`config.mk`:
```
export PLATFORM = sky130hd
export DESIGN_NAME = contingency_table_mcmc_swap_step_top
export DESIGN_NICKNAME = d
export VERILOG_FILES = /design/src/ctms_pkg.sv /design/src/ctms_datapath.sv /design/src/ctms_ctrl.sv /design/src/contingency_table_mcmc_swap_step_top.sv
export SDC_FILE = /design/constraint.sdc
export NUM_CORES = 2
export LEC_CHECK = 0
export BUFFER_PORTS_ARGS = -buffer_cell sky130_fd_sc_hd__buf_2
export CAP_MARGIN = 40
export CELL_PAD_IN_SITES_DETAIL_PLACEMENT = 2
export CELL_PAD_IN_SITES_GLOBAL_PLACEMENT = 2
export CORE_ASPECT_RATIO = 0.5
export CORE_MARGIN = 4
export CORE_UTILIZATION = 35
export CTS_CLUSTER_SIZE = 14
export DETAILED_ROUTE_END_ITERATION = 6
export PLACE_DENSITY_LB_ADDON = 0.1
export SLEW_MARGIN = 0
export SYNTH_ARGS = -nofsm -noshare
export SYNTH_HDL_FRONTEND = slang
export SYNTH_HIERARCHICAL = 1
export SYNTH_SLANG_ARGS = --single-unit
```
`constraint.sdc`:
```
create_clock -name aclk -period 6.35 [get_ports aclk]
set_input_delay 0.635 -clock aclk [delete_from_list [all_inputs] [get_ports aclk]]
set_output_delay 0.635 -clock aclk [all_outputs]
set_load 0.005 [all_outputs]
```
`src/ctms_pkg.sv`:
```
// Package with shared codes, widths and control structs for the swap-move block.
package ctms_pkg;

    localparam int IDX_W  = 3;
    localparam int VAL_W  = 17;
    localparam int DRAW_W = 16;
    localparam int PROB_W = 17;
    localparam int READ_W = 16;

    localparam logic [1:0] OP_LOAD_COUNT = 2'd0;
    localparam logic [1:0] OP_LOAD_PROB  = 2'd1;
    localparam logic [1:0] OP_MOVE       = 2'd2;
    localparam logic [1:0] OP_READ       = 2'd3;

    localparam logic [1:0] ST_CODE_DONE = 2'd0;
    localparam logic [1:0] ST_CODE_ACC  = 2'd1;
    localparam logic [1:0] ST_CODE_REJ  = 2'd2;
    localparam logic [1:0] ST_CODE_SKIP = 2'd3;

    localparam logic [1:0] RD_PAIR_A = 2'd0;  // named cells (ga,ca) and (gb,cb)
    localparam logic [1:0] RD_PAIR_X = 2'd1;  // crossed cells (ga,cb) and (gb,ca)
    localparam logic [1:0] RD_CELL   = 2'd2;  // row/col cell

    localparam logic SIDE_NUM = 1'b0;
    localparam logic SIDE_DEN = 1'b1;

    typedef struct packed {
        logic       latch;
        logic       load_wr;
        logic       rd_en;
        logic [1:0] rd_sel;
        logic       cap_a;
        logic       cap_x;
        logic       mul_load;
        logic       mul_step;
        logic       mul_side;
        logic [1:0] mul_k;
        logic       save_num;
        logic       upd_wr;
        logic [1:0] upd_idx;
        logic       out_load;
        logic [1:0] out_status;
        logic       out_use_read;
    } cmd_t;

    typedef struct packed {
        logic [1:0] op;
        logic       cell_ok;
        logic       move_ok;
        logic       zero;
        logic       less;
        logic       full;
        logic       alias_cells;
    } stat_t;

endpackage

```
`src/ctms_datapath.sv`:
```
// Datapath: count and probability memories, shift-add multiplier, compare and output register.
module ctms_datapath #(
    parameter int MAX_GROUPS     = 8,
    parameter int MAX_CANDIDATES = 8,
    parameter int COUNT_WIDTH    = 16,
    parameter int PROB_FRAC_BITS = 16,
    parameter int MW             = 17,
    parameter int PW             = 118
) (
    input  logic                         aclk,
    input  ctms_pkg::cmd_t               cmd,
    output ctms_pkg::stat_t              stat,
    input  logic [1:0]                   in_op,
    input  logic [ctms_pkg::IDX_W-1:0]   in_row,
    input  logic [ctms_pkg::IDX_W-1:0]   in_col,
    input  logic [ctms_pkg::VAL_W-1:0]   in_value,
    input  logic [ctms_pkg::IDX_W-1:0]   in_ga,
    input  logic [ctms_pkg::IDX_W-1:0]   in_ca,
    input  logic [ctms_pkg::IDX_W-1:0]   in_gb,
    input  logic [ctms_pkg::IDX_W-1:0]   in_cb,
    input  logic [ctms_pkg::DRAW_W-1:0]  in_draw,
    output logic [1:0]                   out_status,
    output logic [ctms_pkg::READ_W-1:0]  out_read
);
    localparam int CELLS = MAX_GROUPS * MAX_CANDIDATES;
    localparam int AW    = $clog2(CELLS);
    localparam int CW    = COUNT_WIDTH;
    localparam int PB    = ctms_pkg::PROB_W;

    logic [1:0]                  op_reg;
    logic [ctms_pkg::IDX_W-1:0]  row_reg, col_reg, ga_reg, ca_reg, gb_reg, cb_reg;
    logic [ctms_pkg::VAL_W-1:0]  value_reg;
    logic [ctms_pkg::DRAW_W-1:0] draw_reg;

    logic [CW-1:0] cnt_mem [CELLS];
    logic [PB-1:0] prob_mem [CELLS];
    logic [CW-1:0] cnt_rd0_reg, cnt_rd1_reg;
    logic [PB-1:0] prob_rd0_reg, prob_rd1_reg;

    logic [CW-1:0] zaa_reg, zbb_reg, zab_reg, zba_reg;
    logic [PB-1:0] paa_reg, pbb_reg, pab_reg, pba_reg;

    logic [PW-1:0] acc_reg, mcand_reg, num_reg;
    logic [MW-1:0] mplier_reg;

    logic [1:0]                 out_status_reg;
    logic [ctms_pkg::READ_W-1:0] out_read_reg;

    function automatic logic in_grid(input logic [2:0] g, input logic [2:0] c);
        return (int'(g) < MAX_GROUPS) && (int'(c) < MAX_CANDIDATES);
    endfunction

    function automatic logic [AW-1:0] cell_addr(input logic [2:0] g, input logic [2:0] c);
        return AW'(int'(g) * MAX_CANDIDATES + int'(c));
    endfunction

    logic [AW-1:0] a_cell, a_aa, a_bb, a_ab, a_ba;
    assign a_cell = cell_addr(row_reg, col_reg);
    assign a_aa   = cell_addr(ga_reg, ca_reg);
    assign a_bb   = cell_addr(gb_reg, cb_reg);
    assign a_ab   = cell_addr(ga_reg, cb_reg);
    assign a_ba   = cell_addr(gb_reg, ca_reg);

    // Clamped load values.
    logic [48:0]   vext;
    logic [CW-1:0] cnt_load;
    logic [PB-1:0] prob_load;
    always_comb begin
        vext = 49'(value_reg);
        if (vext > 49'((64'd1 << CW) - 64'd1)) begin
            cnt_load = '1;
        end else begin
            cnt_load = CW'(vext);
        end
        if (vext > (49'd1 << PROB_FRAC_BITS)) begin
            prob_load = PB'(49'd1 << PROB_FRAC_BITS);
        end else begin
            prob_load = PB'(vext);
        end
    end

    // Count memory write port: loads and the four move updates.
    logic          cnt_we;
    logic [AW-1:0] cnt_wa;
    logic [CW-1:0] cnt_wd;
    always_comb begin
        cnt_we = 1'b0;
        cnt_wa = a_cell;
        cnt_wd = cnt_load;
        if (cmd.load_wr && op_reg == ctms_pkg::OP_LOAD_COUNT) begin
            cnt_we = 1'b1;
        end else if (cmd.upd_wr) begin
            cnt_we = 1'b1;
            case (cmd.upd_idx)
                2'd0: begin
                    cnt_wa = a_aa;
                    cnt_wd = zaa_reg - CW'(1);
                end
                2'd1: begin
                    cnt_wa = a_bb;
                    cnt_wd = zbb_reg - CW'(1);
                end
                2'd2: begin
                    cnt_wa = a_ab;
                    cnt_wd = zab_reg + CW'(1);
                end
                default: begin
                    cnt_wa = a_ba;
                    cnt_wd = zba_reg + CW'(1);
                end
            endcase
        end
    end

    logic [AW-1:0] ra0, ra1;
    always_comb begin
        case (cmd.rd_sel)
            ctms_pkg::RD_PAIR_A: begin
                ra0 = a_aa;
                ra1 = a_bb;
            end
            ctms_pkg::RD_PAIR_X: begin
                ra0 = a_ab;
                ra1 = a_ba;
            end
            default: begin
                ra0 = a_cell;
                ra1 = a_cell;
            end
        endcase
    end

    always_ff @(posedge aclk) begin
        if (cnt_we) begin
            cnt_mem[cnt_wa] <= cnt_wd;
        end
        if (cmd.load_wr && op_reg == ctms_pkg::OP_LOAD_PROB) begin
            prob_mem[a_cell] <= prob_load;
        end
        if (cmd.rd_en) begin
            cnt_rd0_reg  <= cnt_mem[ra0];
            cnt_rd1_reg  <= cnt_mem[ra1];
            prob_rd0_reg <= prob_mem[ra0];
            prob_rd1_reg <= prob_mem[ra1];
        end
    end

    // Multiplier operand for each step of the numerator and denominator chains.
    logic [MW-1:0] operand;
    logic [PW-1:0] chain_start;
    always_comb begin
        if (cmd.mul_side == ctms_pkg::SIDE_NUM) begin
            chain_start = PW'(draw_reg);
            case (cmd.mul_k)
                2'd0:    operand = MW'({1'b0, zab_reg} + (CW + 1)'(1));
                2'd1:    operand = MW'({1'b0, zba_reg} + (CW + 1)'(1));
                2'd2:    operand = MW'(paa_reg);
                default: operand = MW'(pbb_reg);
            endcase
        end else begin
            chain_start = PW'(1) << 16;
            case (cmd.mul_k)
                2'd0:    operand = MW'(zaa_reg);
                2'd1:    operand = MW'(zbb_reg);
                2'd2:    operand = MW'(pab_reg);
                default: operand = MW'(pba_reg);
            endcase
        end
    end

    always_ff @(posedge aclk) begin
        if (cmd.latch) begin
            op_reg    <= in_op;
            row_reg   <= in_row;
            col_reg   <= in_col;
            value_reg <= in_value;
            ga_reg    <= in_ga;
            ca_reg    <= in_ca;
            gb_reg    <= in_gb;
            cb_reg    <= in_cb;
            draw_reg  <= in_draw;
        end
        if (cmd.cap_a) begin
            zaa_reg <= cnt_rd0_reg;
            zbb_reg <= cnt_rd1_reg;
            paa_reg <= prob_rd0_reg;
            pbb_reg <= prob_rd1_reg;
        end
        if (cmd.cap_x) begin
            zab_reg <= cnt_rd0_reg;
            zba_reg <= cnt_rd1_reg;
            pab_reg <= prob_rd0_reg;
            pba_reg <= prob_rd1_reg;
        end
        if (cmd.mul_load) begin
            mcand_reg  <= (cmd.mul_k == 2'd0) ? chain_start : acc_reg;
            acc_reg    <= '0;
            mplier_reg <= operand;
        end else if (cmd.mul_step) begin
            if (mplier_reg[0]) begin
                acc_reg <= acc_reg + mcand_reg;
            end
            mcand_reg  <= mcand_reg << 1;
            mplier_reg <= mplier_reg >> 1;
        end
        if (cmd.save_num) begin
            num_reg <= acc_reg;
        end
        if (cmd.out_load) begin
            out_status_reg <= cmd.out_status;
            out_read_reg   <= (cmd.out_use_read && stat.cell_ok) ?
                              ctms_pkg::READ_W'(cnt_rd0_reg) : '0;
        end
    end

    always_comb begin
        stat.op          = op_reg;
        stat.cell_ok     = in_grid(row_reg, col_reg);
        stat.move_ok     = in_grid(ga_reg, ca_reg) && in_grid(gb_reg, cb_reg) &&
                           in_grid(ga_reg, cb_reg) && in_grid(gb_reg, ca_reg);
        stat.zero        = (zaa_reg == '0) || (zbb_reg == '0);
        stat.less        = num_reg < acc_reg;
        stat.full        = (&zab_reg) || (&zba_reg);
        stat.alias_cells = (ga_reg == gb_reg) || (ca_reg == cb_reg);
    end

    assign out_status = out_status_reg;
    assign out_read   = out_read_reg;

endmodule

```
`src/ctms_ctrl.sv`:
```
// Controller state machine that sequences loads, reads and the swap-move evaluation.
module ctms_ctrl #(
    parameter int MW = 17
) (
    input  logic            aclk,
    input  logic            aresetn,
    input  logic            s_valid,
    output logic            s_ready,
    output logic            m_valid,
    input  logic            m_ready,
    output ctms_pkg::cmd_t  cmd,
    input  ctms_pkg::stat_t stat
);
    localparam int BW = $clog2(MW + 1);

    localparam logic [3:0] S_IDLE = 4'd0;
    localparam logic [3:0] S_EXEC = 4'd1;
    localparam logic [3:0] S_RDX  = 4'd2;
    localparam logic [3:0] S_CAPX = 4'd3;
    localparam logic [3:0] S_ZCHK = 4'd4;
    localparam logic [3:0] S_LOAD = 4'd5;
    localparam logic [3:0] S_MUL  = 4'd6;
    localparam logic [3:0] S_SAVE = 4'd7;
    localparam logic [3:0] S_CMP  = 4'd8;
    localparam logic [3:0] S_WR   = 4'd9;
    localparam logic [3:0] S_FIN  = 4'd10;

    logic [3:0]    state_reg, state_next;
    logic [BW-1:0] bit_reg, bit_next;
    logic [1:0]    k_reg, k_next;
    logic          side_reg, side_next;
    logic [1:0]    widx_reg, widx_next;
    logic [1:0]    code_reg, code_next;
    logic          useread_reg, useread_next;
    logic          mvalid_reg, mvalid_next;
    logic          out_free;

    assign out_free = !mvalid_reg || m_ready;
    assign s_ready  = (state_reg == S_IDLE);
    assign m_valid  = mvalid_reg;

    always_comb begin
        state_next   = state_reg;
        bit_next     = bit_reg;
        k_next       = k_reg;
        side_next    = side_reg;
        widx_next    = widx_reg;
        code_next    = code_reg;
        useread_next = useread_reg;
        mvalid_next  = mvalid_reg && !m_ready;
        cmd          = '0;
        cmd.mul_side = side_reg;
        cmd.mul_k    = k_reg;
        cmd.upd_idx  = widx_reg;
        cmd.out_status   = code_reg;
        cmd.out_use_read = useread_reg;
        case (state_reg)
            S_IDLE: begin
                if (s_valid) begin
                    cmd.latch  = 1'b1;
                    state_next = S_EXEC;
                end
            end
            S_EXEC: begin
                code_next    = ctms_pkg::ST_CODE_DONE;
                useread_next = 1'b0;
                case (stat.op)
                    ctms_pkg::OP_LOAD_COUNT, ctms_pkg::OP_LOAD_PROB: begin
                        cmd.load_wr = stat.cell_ok;
                        state_next  = S_FIN;
                    end
                    ctms_pkg::OP_READ: begin
                        cmd.rd_en    = 1'b1;
                        cmd.rd_sel   = ctms_pkg::RD_CELL;
                        useread_next = 1'b1;
                        state_next   = S_FIN;
                    end
                    default: begin
                        if (!stat.move_ok) begin
                            code_next  = ctms_pkg::ST_CODE_SKIP;
                            state_next = S_FIN;
                        end else begin
                            cmd.rd_en  = 1'b1;
                            cmd.rd_sel = ctms_pkg::RD_PAIR_A;
                            state_next = S_RDX;
                        end
                    end
                endcase
            end
            S_RDX: begin
                cmd.rd_en  = 1'b1;
                cmd.rd_sel = ctms_pkg::RD_PAIR_X;
                cmd.cap_a  = 1'b1;
                state_next = S_CAPX;
            end
            S_CAPX: begin
                cmd.cap_x  = 1'b1;
                state_next = S_ZCHK;
            end
            S_ZCHK: begin
                k_next    = 2'd0;
                side_next = ctms_pkg::SIDE_NUM;
                if (stat.zero) begin
                    code_next  = ctms_pkg::ST_CODE_SKIP;
                    state_next = S_FIN;
                end else begin
                    state_next = S_LOAD;
                end
            end
            S_LOAD: begin
                cmd.mul_load = 1'b1;
                bit_next     = '0;
                state_next   = S_MUL;
            end
            S_MUL: begin
                cmd.mul_step = 1'b1;
                bit_next     = bit_reg + BW'(1);
                if (bit_reg == BW'(MW - 1)) begin
                    if (k_reg != 2'd3) begin
                        k_next     = k_reg + 2'd1;
                        state_next = S_LOAD;
                    end else if (side_reg == ctms_pkg::SIDE_NUM) begin
                        state_next = S_SAVE;
                    end else begin
                        state_next = S_CMP;
                    end
                end
            end
            S_SAVE: begin
                cmd.save_num = 1'b1;
                k_next       = 2'd0;
                side_next    = ctms_pkg::SIDE_DEN;
                state_next   = S_LOAD;
            end
            S_CMP: begin
                widx_next = 2'd0;
                if (!stat.less || stat.full) begin
                    code_next  = ctms_pkg::ST_CODE_REJ;
                    state_next = S_FIN;
                end else begin
                    code_next = ctms_pkg::ST_CODE_ACC;
                    // With a shared group or candidate the four updates cancel out.
                    state_next = stat.alias_cells ? S_FIN : S_WR;
                end
            end
            S_WR: begin
                cmd.upd_wr = 1'b1;
                widx_next  = widx_reg + 2'd1;
                if (widx_reg == 2'd3) begin
                    state_next = S_FIN;
                end
            end
            S_FIN: begin
                if (out_free) begin
                    cmd.out_load = 1'b1;
                    mvalid_next  = 1'b1;
                    state_next   = S_IDLE;
                end
            end
            default: begin
                state_next = S_IDLE;
            end
        endcase
    end

    always_ff @(posedge aclk) begin
        if (!aresetn) begin
            state_reg  <= S_IDLE;
            mvalid_reg <= 1'b0;
        end else begin
            state_reg  <= state_next;
            mvalid_reg <= mvalid_next;
        end
        bit_reg     <= bit_next;
        k_reg       <= k_next;
        side_reg    <= side_next;
        widx_reg    <= widx_next;
        code_reg    <= code_next;
        useread_reg <= useread_next;
    end

    // A finished result waits while the output beat is still held.
    a_fin_hold: assert property (@(posedge aclk) disable iff (!aresetn)
        (state_reg == S_FIN && !out_free) |=> (state_reg == S_FIN))
        else $error("result left FIN while output was busy");
    a_load_free: assert property (@(posedge aclk) disable iff (!aresetn)
        cmd.out_load |-> out_free)
        else $error("output register overwritten");
    a_bit_range: assert property (@(posedge aclk) disable iff (!aresetn)
        (state_reg == S_MUL) |-> (bit_reg < BW'(MW)))
        else $error("multiplier step count overran");
    a_accept_busy: assert property (@(posedge aclk) disable iff (!aresetn)
        (s_valid && s_ready) |=> (state_reg == S_EXEC))
        else $error("accepted beat not decoded");

endmodule

```
`src/contingency_table_mcmc_swap_step_top.sv`:
```
// Top level of the contingency-table swap-move block: stream ports, controller and datapath.
// One item is taken at a time. An evaluated move forms the numerator and the denominator
// with the bit-serial shift-add multiplier, one multiplier bit per cycle (MW is the larger
// of COUNT_WIDTH+1 and 17). An accepted move then writes the four updated counts, unless
// both named cells share a group or a candidate; a rejected move writes no count. A move
// is skipped for an out-of-range cell or for a zero cell. A finished result waits while a
// previous result beat is still held at the output.
// The result register frees the input side: a new beat is taken while a result waits.
// Table entries hold garbage until loaded.
module contingency_table_mcmc_swap_step_top #(
    parameter int MAX_GROUPS     = 8,
    parameter int MAX_CANDIDATES = 8,
    parameter int COUNT_WIDTH    = 16,
    parameter int PROB_FRAC_BITS = 16
) (
    input  logic        aclk,
    input  logic        aresetn,
    input  logic        s_tvalid,
    output logic        s_tready,
    // row, col, value, group_a, cand_a, group_b, cand_b, uniform_draw, zero fill
    input  logic [55:0] s_tdata,
    // op
    input  logic [1:0]  s_tuser,
    output logic        m_tvalid,
    input  logic        m_tready,
    // read_value
    output logic [15:0] m_tdata,
    // status
    output logic [1:0]  m_tuser
);
    localparam int MW = (COUNT_WIDTH + 1 > 17) ? COUNT_WIDTH + 1 : 17;
    localparam int PW = 2 * COUNT_WIDTH + 52;

    ctms_pkg::cmd_t  cmd;
    ctms_pkg::stat_t stat;

    ctms_ctrl #(
        .MW(MW)
    ) u_ctrl (
        .aclk    (aclk),
        .aresetn (aresetn),
        .s_valid (s_tvalid),
        .s_ready (s_tready),
        .m_valid (m_tvalid),
        .m_ready (m_tready),
        .cmd     (cmd),
        .stat    (stat)
    );

    ctms_datapath #(
        .MAX_GROUPS     (MAX_GROUPS),
        .MAX_CANDIDATES (MAX_CANDIDATES),
        .COUNT_WIDTH    (COUNT_WIDTH),
        .PROB_FRAC_BITS (PROB_FRAC_BITS),
        .MW             (MW),
        .PW             (PW)
    ) u_dp (
        .aclk       (aclk),
        .cmd        (cmd),
        .stat       (stat),
        .in_op      (s_tuser),
        .in_row     (s_tdata[2:0]),
        .in_col     (s_tdata[5:3]),
        .in_value   (s_tdata[22:6]),
        .in_ga      (s_tdata[25:23]),
        .in_ca      (s_tdata[28:26]),
        .in_gb      (s_tdata[31:29]),
        .in_cb      (s_tdata[34:32]),
        .in_draw    (s_tdata[50:35]),
        .out_status (m_tuser),
        .out_read   (m_tdata)
    );

endmodule
```
==> impl_results.md <==
* Placed instance area at 139,000 µm²
* Total power at 68.3 mW
* # DRC at 0
* Setup violators final at 0
* CTS buffer count at 277
* WS Path Type: register to register
* Final core area utilization at 40.3%
* Post-Syn Area at 129,000 µm²
* CTS tree: built
* Routed length per placed instance at 34.5 µm
* Asr flop ratio synth at 0%
* Status: finished, final reports clean
* Critical-path maximum fanout at 25
* Area Growth Syn to Fin at 14.5%
* Post-CTS Setup Bufs at 0
* Drt first-iter violations at 7,115
* Clock edge transition at the registers on the reported setup and hold paths at 0.06 ns
* Share of layout cells above drive strength 1 at 26.9%
* Clock sinks at 2,668
* Worst Setup End Kind: register
* Largest Register: u_dp/prob_mem
* Max Cap Viol at 0
* Worst Clk Skew at 0.0448 ns
* Slew margin rel. at 34.7%
* Hold WC Path Type: input pin to register
* DP Wirelength at 295,000 µm
* Highest clock rate at 0.193 GHz
* Non-Filler Instances at 13,200
* Design Area, Final at 148,000 µm²
* #FFs+latches synth at 2,668
* Final #Nets at 8,322
* Post-synth EDFFs at 2,579
* First-pass GRT wire length at 647,000 µm
* Largest net degree at the start of global routing at 161
* Chip width at 867 µm
* Maximum vdd drop at 0.325 mV
* Drt total wl at 457,000 µm
* Mapped Cells at 7,801
* Gr ovfl total at 0
* RSZ-0062 raised after global routing: false
* Final min period at 5.19 ns
* Port Buffers at 76
* RD Place Congestion at 0.810
* Total Routing Usage GR at 23.7%
* Die area at 380,000 µm²
* Final Cycle Share at 81.8%
* Final count of hold timing violations at 0
* Biggest regs: u_dp/prob_mem x1088, u_dp/cnt_mem x1024
* Clk root buf: clkbuf_16
* Syn avg cell area at 16.6 µm²
* Floorplan row count at 157
* Via Count at 78,100
* P per Cell Area at 461 nW/µm²
* Seq/Total Area, Yosys at 61.3%
* CP startpoint kind: register
* Worst Max-Slew Pin Slew at 0.979 ns
* Post-CTS sizing at 0
* Worst Path Required at 6.93 ns
* Initial antenna violation count at 21
* IO Count at 82
* Core area at 367,000 µm²
* Synth Flop Type: edfxtp_1
* Initial cell density of the core at 35.2%
* Clock Tree Buf Depth at 4
* Avg Vias per Cell at 5.91
* TNS Setup at 0 ns
* Die H at 438 µm
* Post-route ant nets at 0
* Placed insts at 12,700
* Slew Viols, Final at 0
* Syn. warnings at 6
* Vias in the first global route at 83,600
* Leakage power at 47.0 nW
* Distinct cells, synth at 94
* Flip-flop count of the largest register after layout at 1,088
* Worst path arrival time at 5.77 ns
* H-tree levels at 5
* Clk_lat worst skew at 0.91 ns
* First-pass DRT Iterations at 5
## path summary, 6_finish.rpt
check / from / endpoint / slack [ns] / cells after the start
setup / recovery: u_ctrl/state_reg[1]$_SDFFE_PN0P_ / u_dp/prob_rd1_reg[14]$_DFFE_PP_ / 1.16 / 15
hold reg to reg: u_dp/prob_rd0_reg[14]$_DFFE_PP_ / u_dp/pab_reg[14]$_DFFE_PP_ / 0.45 / 0
setup reg to reg: u_ctrl/state_reg[1]$_SDFFE_PN0P_ / u_dp/prob_rd1_reg[14]$_DFFE_PP_ / 1.16 / 15
hold / removal: m_tready / u_ctrl/m_valid$_SDFF_PN0_ / 0.16 / 4
## cell usage in the layout (no fill, tap or decap), types with 24 or more instances in the layout
cell,n
edfxtp_1,2579
mux4_2,1079
a21oi_1,516
a211oi_1,485
buf_4,359
nand2_1,341
mux2i_1,319
clkbuf_16,290
nor2b_1,290
ha_1,173
nor2_1,156
o21ai_0,129
nor2_2,116
inv_1,111
dfxtp_1,89
xnor2_1,85
buf_2,82
a21o_1,80
buf_12,76
o2bb2ai_1,67
nand4_1,66
clkinv_1,57
dlygate4sd3_1,54
clkinv_2,51
nand3_1,50
xor2_1,49
clkbuf_1,39
nor3_1,37
bufinv_16,27
and2_1,27
nand2b_1,24
## worst max-delay path, stage by stage, from the launching register on
cell,delay (ns)
dfxtp_1,0.31
or4b_4,0.59
clkinv_2,0.09
and2_2,0.32
buf_4,0.44
nand2b_1,0.23
o21ai_4,0.24
buf_16,0.22
buf_4,0.42
mux4_2,0.38
nor2b_1,0.14
a211oi_1,0.47
a21oi_1,0.25
a211oi_1,0.40
buf_4,0.23
a21oi_1,0.12
## cell families after synthesis
family	Yosys count	share of synthesized area, %
flip-flops	2668	61.3
AO/OA/AOI/OAI	1452	7.34
multiplexers	1415	21.4
AND/OR/NAND/NOR	1259	4.89
buffers and inverters	698	2.44
adder cells (fa/ha/maj)	174	1.69
XOR/XNOR	134	0.908
other	1	0.00290
## Yosys cell counts, drive strengths merged (25+ instances only)
cell	instances	area, µm²
a211oi	485	3640
a21o	80	601
a21oi	521	2610
and2	32	200
buf	298	1630
clkbuf	284	1070
dfxtp	89	1780
edfxtp	2579	77400
ha	173	2160
inv	113	424
mux2i	323	3230
mux4	1079	24300
nand2	343	1290
nand2b	25	156
nand3	50	250
nand4	66	413
nor2	285	1070
nor2b	309	1930
nor3	38	190
o21ai	157	801
o2bb2ai	67	587
xnor2	85	744
xor2	49	429
## metrics by stage
step                hold WS, ns  worst slack, ns
floorplan                 0.400            0.125
global placement          0.426             1.12
detailed placement        0.438             1.15
CTS                      0.0877             1.17
global route              0.179             1.02
finish                    0.162             1.16
## metal layers
metal  track usage [%]  part of all wire [%]  vias up
met4              7.00                   3.2        6
met2              39.3                    48     2019
met5                 0                0.0090        -
met3              2.81                   4.6      584
li1                  -                     -    32600
met1              32.9                    44    42900
## area by class of cell
cell class                 count  area [µm²]
clock buffer                 332        7440
sequential                  2668       79200
inverter                     114         430
timing repair buffer         589        5560
fill                       34900      219000
antenna                        7        17.5
clock inverter               144        1370
tap                         4929        6170
multi-input combinational   4436       47800
## where the power goes
group	total [mW]	switching [mW]	internal, mW
sequential	22.5	0.884	21.6
clock	16.7	7.27	9.44
combinational	29.1	17.5	11.6
total	68.3	25.6	42.6
## repair_timing
action                                  CTS  global route
hold buffers                             54             0
hold endpoints to repair                 54             0
endpoints found under the setup margin    0             0
Power figures use the tool's default switching activity.
